<file path="config.mk">
export PLATFORM = sky130hd
export DESIGN_NAME = basic_token_scanner_unit
export DESIGN_NICKNAME = d
export VERILOG_FILES = /design/src/rtl/bts_pkg.sv /design/src/rtl/basic_token_scanner_unit.sv
export VERILOG_INCLUDE_DIRS = /design/src /design/src/rtl
export SDC_FILE = /design/constraint.sdc
export NUM_CORES = 1
export LEC_CHECK = 0
export ABC_CLOCK_PERIOD_IN_PS = 5800
export CAP_MARGIN = 20
export CORE_ASPECT_RATIO = 0.9
export CORE_MARGIN = 2
export CORE_UTILIZATION = 35
export CTS_CLUSTER_DIAMETER = 50
export DETAILED_ROUTE_END_ITERATION = 12
export DONT_BUFFER_PORTS = 1
export PLACE_DENSITY = 0.52
export SLEW_MARGIN = 20
export SYNTH_ARGS = -nofsm -noshare
export SYNTH_HDL_FRONTEND = slang
export SYNTH_SLANG_ARGS = --single-unit
export TNS_END_PERCENT = 100
</file>
<file path="constraint.sdc">
create_clock -name clk -period 5.8 [get_ports clk]
set_input_delay 0.29 -clock clk [delete_from_list [all_inputs] [get_ports clk]]
set_output_delay 0.29 -clock clk [all_outputs]
set_load 0.01 [all_outputs]
</file>
<file path="src/rtl/basic_token_scanner_unit_assert.svh">
// assertion macros used by the token scanner rtl
`ifndef BASIC_TOKEN_SCANNER_UNIT_ASSERT_SVH
`define BASIC_TOKEN_SCANNER_UNIT_ASSERT_SVH

// same-cycle implication, disabled during reset
`define BTS_ASSERT_NOW(label, clk, rst_n, ante, cons, msg) \
  label: assert property (@(posedge clk) disable iff (!rst_n) (ante) |-> (cons)) \
    else $error(msg);

// next-cycle implication, disabled during reset
`define BTS_ASSERT_NEXT(label, clk, rst_n, ante, cons, msg) \
  label: assert property (@(posedge clk) disable iff (!rst_n) (ante) |=> (cons)) \
    else $error(msg);

`endif

</file>
<file path="src/rtl/bts_pkg.sv">
// types, codes and decode functions for the basic token scanner
`timescale 1ns / 1ps
`default_nettype none
package bts_pkg;

  localparam int POSITION_BITS_DEF = 32;
  localparam int LINE_BITS_DEF     = 32;
  localparam int OUT_QUEUE_DEPTH   = 4;
  localparam int KEYWORD_COUNT     = 11;

  typedef struct packed {
    logic [7:0] source_byte;
    logic       end_of_source;
  } bts_in_t;

  typedef struct packed {
    logic [4:0]  token_kind;
    logic [31:0] line_number;
    logic [31:0] lexeme_start;
    logic [31:0] lexeme_length;
    logic        last_of_run;
  } bts_out_t;

  typedef enum logic [3:0] {
    MODE_IDLE   = 4'b0001,
    MODE_NUMBER = 4'b0010,
    MODE_WORD   = 4'b0100,
    MODE_STRING = 4'b1000
  } scan_mode_t;

  typedef struct packed {
    logic       hit;
    logic [4:0] kind;
  } op_dec_t;

  localparam logic [4:0] KIND_NEWLINE = 5'd0;
  localparam logic [4:0] KIND_STRING  = 5'd1;
  localparam logic [4:0] KIND_NUMBER  = 5'd2;
  localparam logic [4:0] KIND_IDENT   = 5'd3;
  localparam logic [4:0] KIND_LET     = 5'd4;
  localparam logic [4:0] KIND_PLUS    = 5'd15;
  localparam logic [4:0] KIND_MINUS   = 5'd16;
  localparam logic [4:0] KIND_STAR    = 5'd17;
  localparam logic [4:0] KIND_SLASH   = 5'd18;
  localparam logic [4:0] KIND_EQUAL   = 5'd19;
  localparam logic [4:0] KIND_LPAREN  = 5'd20;
  localparam logic [4:0] KIND_RPAREN  = 5'd21;
  localparam logic [4:0] KIND_COMMA   = 5'd22;
  localparam logic [4:0] KIND_EOF     = 5'd23;

  localparam logic [7:0] CHR_NEWLINE = 8'h0A;
  localparam logic [7:0] CHR_QUOTE   = 8'h22;
  localparam logic [7:0] CHR_LPAREN  = 8'h28;
  localparam logic [7:0] CHR_RPAREN  = 8'h29;
  localparam logic [7:0] CHR_STAR    = 8'h2A;
  localparam logic [7:0] CHR_PLUS    = 8'h2B;
  localparam logic [7:0] CHR_COMMA   = 8'h2C;
  localparam logic [7:0] CHR_MINUS   = 8'h2D;
  localparam logic [7:0] CHR_SLASH   = 8'h2F;
  localparam logic [7:0] CHR_ZERO    = 8'h30;
  localparam logic [7:0] CHR_NINE    = 8'h39;
  localparam logic [7:0] CHR_EQUAL   = 8'h3D;
  localparam logic [7:0] CHR_UP_A    = 8'h41;
  localparam logic [7:0] CHR_UP_Z    = 8'h5A;
  localparam logic [7:0] CHR_UNDER   = 8'h5F;
  localparam logic [7:0] CHR_LO_A    = 8'h61;
  localparam logic [7:0] CHR_LO_Z    = 8'h7A;
  localparam logic [7:0] CASE_OFFSET = 8'h20;

  // upper-case keyword spellings, first byte highest
  localparam logic [47:0] KEYWORD_CODE [KEYWORD_COUNT] = '{
    48'h4C4554,       48'h5052494E54, 48'h494E505554, 48'h4946,
    48'h5448454E,     48'h474F544F,   48'h464F52,     48'h544F,
    48'h4E455854,     48'h474F535542, 48'h52455455524E
  };

  function automatic logic is_digit(input logic [7:0] c);
    return (c >= CHR_ZERO) && (c <= CHR_NINE);
  endfunction

  function automatic logic is_lower(input logic [7:0] c);
    return (c >= CHR_LO_A) && (c <= CHR_LO_Z);
  endfunction

  function automatic logic starts_word(input logic [7:0] c);
    return is_lower(c) || ((c >= CHR_UP_A) && (c <= CHR_UP_Z)) || (c == CHR_UNDER);
  endfunction

  function automatic logic continues_word(input logic [7:0] c);
    return starts_word(c) || is_digit(c);
  endfunction

  function automatic logic [7:0] to_upper(input logic [7:0] c);
    return is_lower(c) ? (c - CASE_OFFSET) : c;
  endfunction

  function automatic op_dec_t op_decode(input logic [7:0] c);
    op_dec_t d;
    d.hit = 1'b1;
    unique case (c)
      CHR_PLUS:   d.kind = KIND_PLUS;
      CHR_MINUS:  d.kind = KIND_MINUS;
      CHR_STAR:   d.kind = KIND_STAR;
      CHR_SLASH:  d.kind = KIND_SLASH;
      CHR_EQUAL:  d.kind = KIND_EQUAL;
      CHR_LPAREN: d.kind = KIND_LPAREN;
      CHR_RPAREN: d.kind = KIND_RPAREN;
      CHR_COMMA:  d.kind = KIND_COMMA;
      default: begin
        d.hit  = 1'b0;
        d.kind = KIND_NEWLINE;
      end
    endcase
    return d;
  endfunction

  function automatic logic [4:0] word_kind(input logic [47:0] word, input logic too_long);
    logic [4:0] kind;
    kind = KIND_IDENT;
    for (int k = 0; k < KEYWORD_COUNT; k++) begin
      if (!too_long && (word == KEYWORD_CODE[k])) begin
        kind = KIND_LET + 5'(k);
      end
    end
    return kind;
  endfunction

endpackage
`default_nettype wire

</file>
<file path="src/rtl/basic_token_scanner_unit.sv">
// streaming lexer for a small basic dialect with a token output queue
// an item's tokens are written into the registered queue when it transfers; out_valid follows the queue count
// throughput: one byte per cycle while out_ready stays high and items give at most one token each
// items giving two tokens fill a four-entry queue; in_ready drops below two free slots
// reset: synchronous active-low rst_n clears scan state, counters and queue at once
`timescale 1ns / 1ps
`default_nettype none
module basic_token_scanner_unit #(
  parameter int POSITION_BITS = bts_pkg::POSITION_BITS_DEF,
  parameter int LINE_BITS     = bts_pkg::LINE_BITS_DEF
) (
  input  wire                    clk,
  input  wire                    rst_n,
  input  wire                    in_valid,
  output logic                   in_ready,
  input  wire bts_pkg::bts_in_t  in_data,
  output logic                   out_valid,
  input  wire                    out_ready,
  output bts_pkg::bts_out_t      out_data
);
  import bts_pkg::*;

  localparam int DEPTH = OUT_QUEUE_DEPTH;
  localparam int PTR_W = $clog2(DEPTH);
  localparam int CNT_W = $clog2(DEPTH + 1);

  scan_mode_t               mode_r, mode_nxt;
  logic [LINE_BITS-1:0]     line_r, line_nxt;
  logic [POSITION_BITS-1:0] pos_r, pos_nxt;
  logic [POSITION_BITS-1:0] start_r, start_nxt;
  logic [47:0]              word_r, word_nxt;
  logic                     long_r, long_nxt;

  bts_out_t                 queue_r [DEPTH];
  logic [PTR_W-1:0]         wr_ptr_r, rd_ptr_r;
  logic [CNT_W-1:0]         cnt_r, cnt_nxt;

  logic                     in_fire, out_fire;
  logic [1:0]               push_n;
  bts_out_t                 res0, res1, flush_tok, idle_tok, eof_tok;
  logic [POSITION_BITS-1:0] len_w;
  logic                     do_flush, do_idle;
  logic [7:0]               c;
  op_dec_t                  op;

  function automatic logic [POSITION_BITS-1:0] pos_inc(input logic [POSITION_BITS-1:0] v);
    return (v == {POSITION_BITS{1'b1}}) ? v : v + POSITION_BITS'(1);
  endfunction

  function automatic logic [LINE_BITS-1:0] line_inc(input logic [LINE_BITS-1:0] v);
    return (v == {LINE_BITS{1'b1}}) ? v : v + LINE_BITS'(1);
  endfunction

  assign in_ready  = rst_n && (cnt_r <= CNT_W'(DEPTH - 2));
  assign in_fire   = in_valid && in_ready;
  assign out_valid = (cnt_r != '0);
  assign out_fire  = out_valid && out_ready;
  assign out_data  = queue_r[rd_ptr_r];
  assign c         = in_data.source_byte;
  assign op        = op_decode(c);
  assign len_w     = pos_r - start_r;

  always_comb begin
    flush_tok.line_number   = 32'(line_r);
    flush_tok.lexeme_start  = 32'(start_r);
    flush_tok.lexeme_length = 32'(len_w);
    flush_tok.last_of_run   = 1'b0;
    unique case (mode_r)
      MODE_NUMBER: flush_tok.token_kind = KIND_NUMBER;
      MODE_WORD:   flush_tok.token_kind = word_kind(word_r, long_r);
      MODE_STRING: flush_tok.token_kind = KIND_STRING;
      default:     flush_tok.token_kind = KIND_IDENT;
    endcase

    idle_tok.token_kind    = (c == CHR_NEWLINE) ? KIND_NEWLINE : op.kind;
    idle_tok.line_number   = 32'(line_r);
    idle_tok.lexeme_start  = 32'(pos_r);
    idle_tok.lexeme_length = 32'd1;
    idle_tok.last_of_run   = 1'b1;

    eof_tok.token_kind    = KIND_EOF;
    eof_tok.line_number   = 32'(line_r);
    eof_tok.lexeme_start  = 32'(pos_r);
    eof_tok.lexeme_length = 32'd0;
    eof_tok.last_of_run   = 1'b1;
  end

  always_comb begin
    mode_nxt  = mode_r;
    line_nxt  = line_r;
    pos_nxt   = pos_r;
    start_nxt = start_r;
    word_nxt  = word_r;
    long_nxt  = long_r;
    res0      = flush_tok;
    res1      = idle_tok;
    push_n    = 2'd0;
    do_flush  = 1'b0;
    do_idle   = 1'b0;
    if (in_fire) begin
      if (in_data.end_of_source) begin
        // flush any open token, then eof; state back to reset values
        if (mode_r != MODE_IDLE) begin
          res1   = eof_tok;
          push_n = 2'd2;
        end else begin
          res0   = eof_tok;
          push_n = 2'd1;
        end
        mode_nxt  = MODE_IDLE;
        line_nxt  = LINE_BITS'(1);
        pos_nxt   = '0;
        start_nxt = '0;
        word_nxt  = '0;
        long_nxt  = 1'b0;
      end else begin
        pos_nxt = pos_inc(pos_r);
        priority if (mode_r == MODE_STRING) begin
          if (c == CHR_QUOTE) begin
            do_flush = 1'b1;
            mode_nxt = MODE_IDLE;
          end else if (c == CHR_NEWLINE) begin
            line_nxt = line_inc(line_r);
          end
        end else if ((mode_r == MODE_NUMBER) && is_digit(c)) begin
          mode_nxt = MODE_NUMBER;
        end else if ((mode_r == MODE_WORD) && continues_word(c)) begin
          if (word_r[47:40] != 8'd0) begin
            long_nxt = 1'b1;
          end else begin
            word_nxt = {word_r[39:0], to_upper(c)};
          end
        end else begin
          do_flush = (mode_r != MODE_IDLE);
          mode_nxt = MODE_IDLE;
          if (c == CHR_NEWLINE) begin
            do_idle  = 1'b1;
            line_nxt = line_inc(line_r);
          end else if (c == CHR_QUOTE) begin
            mode_nxt  = MODE_STRING;
            start_nxt = pos_inc(pos_r);
          end else if (op.hit) begin
            do_idle = 1'b1;
          end else if (is_digit(c)) begin
            mode_nxt  = MODE_NUMBER;
            start_nxt = pos_r;
          end else if (starts_word(c)) begin
            mode_nxt  = MODE_WORD;
            start_nxt = pos_r;
            word_nxt  = {40'd0, to_upper(c)};
            long_nxt  = 1'b0;
          end
        end
        if (do_flush && do_idle) begin
          push_n = 2'd2;
        end else if (do_flush) begin
          res0.last_of_run = 1'b1;
          push_n           = 2'd1;
        end else if (do_idle) begin
          res0   = idle_tok;
          push_n = 2'd1;
        end
      end
    end
  end

  assign cnt_nxt = cnt_r + CNT_W'(push_n) - CNT_W'(out_fire);

  always_ff @(posedge clk) begin
    if (!rst_n) begin
      mode_r   <= MODE_IDLE;
      line_r   <= LINE_BITS'(1);
      pos_r    <= '0;
      start_r  <= '0;
      word_r   <= '0;
      long_r   <= 1'b0;
      wr_ptr_r <= '0;
      rd_ptr_r <= '0;
      cnt_r    <= '0;
    end else begin
      mode_r   <= mode_nxt;
      line_r   <= line_nxt;
      pos_r    <= pos_nxt;
      start_r  <= start_nxt;
      word_r   <= word_nxt;
      long_r   <= long_nxt;
      wr_ptr_r <= wr_ptr_r + PTR_W'(push_n);
      rd_ptr_r <= rd_ptr_r + PTR_W'(out_fire);
      cnt_r    <= cnt_nxt;
    end
  end

  // token queue storage
  always_ff @(posedge clk) begin
    if (push_n != 2'd0) begin
      queue_r[wr_ptr_r] <= res0;
    end
    if (push_n == 2'd2) begin
      queue_r[wr_ptr_r + PTR_W'(1)] <= res1;
    end
  end

  `include "basic_token_scanner_unit_assert.svh"

  `BTS_ASSERT_NOW(a_queue_bound, clk, rst_n, 1'b1, cnt_r <= CNT_W'(DEPTH), "queue overfilled")
  `BTS_ASSERT_NOW(a_push_room, clk, rst_n, push_n != 2'd0, {1'b0, cnt_r} + (CNT_W + 1)'(push_n) <= (CNT_W + 1)'(DEPTH), "push without room")
  `BTS_ASSERT_NOW(a_end_gives_token, clk, rst_n, in_fire && in_data.end_of_source, push_n != 2'd0, "end transfer without eof")
  `BTS_ASSERT_NEXT(a_end_resets, clk, rst_n, in_fire && in_data.end_of_source, (mode_r == MODE_IDLE) && (pos_r == '0) && (line_r == LINE_BITS'(1)), "state not cleared after end")
  `BTS_ASSERT_NOW(a_line_nonzero, clk, rst_n, 1'b1, line_r != '0, "line count reached zero")

endmodule
`default_nettype wire
</file>
==> results.md <==
- Status: complete, no violations
- Static leakage: 0.01042 uW
- Place WS: 1657 ps
- Die area: 81,500 um^2
- Fin. Hold Viols: 0
- Post-CTS Resized: 0
- Most common cell after layout, fill and taps aside: nand2_1
- TritonCTS clock tree: yes
- Diode count: 0
- # H-tree levels: 3
- Fin Clk Skew: 37.12 ps
- TritonCTS Sinks: 564
- Core Footprint: 78,160 um^2
- Avg WL per Cell: 22.43 um
- Power Density: 344.0 nW/um^2
- Slew headroom: 25.70%
- Fin area: 31,480 um^2
- Drt drc: 0
- CTS root buf: clkbuf_16
- Nets: 2,646
- Setup TNS: 0 ps
- Register area: 14,100 um^2
- Initial antenna violation count: 1
- Placed Area: 28,660 um^2
- Setup Buffers After CTS: 0
- VDD IR max: 253.4 uV
- Worst-margin pin slew: 1115 ps
- Synth Area per Inst: 10.52 um^2
- Row Count: 97
- Clock buffer count from CTS: 79
- Routed wire length: 82,840 um
- Die Height: 271.0 um
- Total grt overflow: 0
- Global-route wire length before repair: 125,900 um
- Synthesized instance count: 2,635
- Via count: 20,700
- Die Wd: 300.7 um
- Clock transition at path regs: 60 ps
- Starting Density: 35.48%
- Total GRT Usage: 20.12%
- Hold WC Path Type: input port to flip-flop
- Sequential fraction of the synthesis area: 50.82%
- Port bufs: 0
- Total power: 10,830 uW
- Fraction of registers with async set/reset: 0%
- Unrepaired setup endpoints after global routing: false
- Crit end category: flip-flop
- Worst Path Max Fanout: 9
- Final worst slack: 1754 ps
- Starting DRC count in detailed routing: 2,004
- Cell variety after synth: 98
- Max-cap viol count: 0
- Post-Syn Area: 27,730 um^2
- Fin. max-slew vios: 0
- CTS max path bufs: 3
- Area growth syn-to-layout: 13.51%
- CP Launch Type: flip-flop
- Clk_lat worst skew: 630 ps
- Routed vias/inst: 5.603
- Crit share post-route: 69.76%
- Yosys warning count: 0
- Gpl congestion: 0.8777
- Fmax: 0.2471 GHz
- Main flop type after synthesis: dfxtp_1
- Final setup vio count: 0
- Tmin final: 4046 ps
- Layout cell share with drive strength beyond 1: 12.92%
- Mapped Nets: 2,692
- Worst Path Class, Setup: flip-flop to flip-flop
- Hpwl dp: 53,120 um
- Most frequent cells in the layout: nand2_1 (323), dfxtp_1 (282), edfxtp_1 (280)
- Number of synthesized flops with an enable pin: 280
- Area of the multi-input gates: 12,660 um^2
- Worst Path Arrival: 4530 ps
- CTS Hold Bufs: 13
- Synth Register Bits: 564
- FILL cells: 7,518
- Req. time, crit path: 6280 ps
- Largest net degree at the start of global routing: 67
- Top Ports: 117
- Detailed Routing Iterations Pass 1: 6
- Post-route ant nets: 0
- Vias in the first global route: 20,340
[cell usage after synthesis (all sizes together) (5+ instances only)]
master | instances | area (um^2)
mux4 | 102 | 2297
nand3 | 62 | 315.3
a22oi | 17 | 127.6
nor2b | 15 | 93.84
and2 | 135 | 844.6
o31ai | 21 | 162.6
buf | 70 | 354.1
a22o | 64 | 560.5
xnor2 | 41 | 359.1
a31oi | 16 | 100.1
nand2b | 7 | 43.79
nor2 | 204 | 805.8
nand3b | 8 | 60.06
and4 | 13 | 113.9
nor4b | 7 | 61.31
nor4 | 12 | 90.09
a21o | 17 | 127.6
o211a | 7 | 70.07
clkbuf | 112 | 424.2
and4b | 5 | 50.05
a32o | 5 | 50.05
inv | 62 | 232.7
ha | 42 | 525.5
nand2 | 325 | 1222
nand4 | 42 | 275.3
or3 | 17 | 106.4
a2111oi | 5 | 43.79
nand4b | 8 | 70.07
a21oi | 90 | 450.4
edfxtp | 280 | 8408
o22ai | 15 | 93.84
dfxtp | 284 | 5685
a211oi | 10 | 80.07
nor3 | 39 | 254.0
o211ai | 11 | 82.58
o21a | 8 | 60.06
xor2 | 50 | 437.9
mux2i | 42 | 420.4
o21ai | 276 | 1404
or2 | 8 | 50.06
nor3b | 9 | 82.58
and3 | 20 | 126.4
or4 | 5 | 41.29
[sequential cells by signal (all words and copies together), names as in the netlist]
name,count
cnt_r,3
word_r,48
start_r,32
wr_ptr_r,2
queue_r,408
long_r,1
rd_ptr_r,2
pos_r,32
mode_r,4
line_r,32
[kinds of logic after synthesis]
kind of cell,synth area share (%)
multiplexers,9.800
buffers and inverters,3.659
AND/OR/NAND/NOR,17.47
XOR/XNOR,2.874
adder cells (fa/ha/maj),2.039
AO/OA/AOI/OAI,13.33
flip-flops,50.82
[area by class of cell]
class	instances	share of cell area [%]
Clock buffer	98	6.860
Timing Repair Buffer	55	1.598
Inverter	63	0.7830
Multi-Input combinational cell	1826	40.20
Sequential cell	564	44.80
Clock inverter	49	1.630
Tap cell	1039	4.130
[metal layers]
layer	part of all wire, %	up-vias	track usage [%]	wire (um)
met1	45	10200	27.87	36920
met3	7.7	126	4.674	6352
met2	46	787	31.42	37700
met4	2.3	0	5.473	1874
li1	-	9591	-	-
met5	0	-	0	0
[worst max-delay path, stage by stage (launching register included)]
cell and delay, ps:
dfxtp_1 630, ha_1 310, nand3_1 130, nor3_1 790, nand4_1 760, nand4bb_1 720
nor2_1 210, nand2_1 130, xor2_1 140, o21ai_0 90
[worst paths after layout]
| kind | slack (ps) | depth (start not counted) | to | from |
|---|---|---|---|---|
| min | 50 | 2 | start_r[10] | in_data[0] |
| min reg2reg | 450 | 2 | queue_r[3][11] | queue_r[3][11] |
| max | 1750 | 9 | start_r[29] | pos_r[0] |
| max reg2reg | 1750 | 9 | start_r[29] | pos_r[0] |
[stage by stage]
stage,instances,util (%),hold slack (ps)
floorplan,2635,-,419.6
global placement,3534,36.66,365.2
detailed placement,3534,36.66,373.0
CTS,3694,40.27,7.204
global route,3694,40.28,30.54
finish,3694,40.28,50.59
[report_power, final]
| group | switching [uW] | internal, uW | total [uW] | leakage (uW) |
|---|---|---|---|---|
| combinational | 929 | 581 | 1510 | 0.00424 |
| clock | 1940 | 2920 | 4860 | 0.00132 |
| sequential | 143 | 4320 | 4460 | 0.00486 |
| total | 3010 | 7820 | 10800 | 0.0104 |
Power figures use the tool's default switching activity.
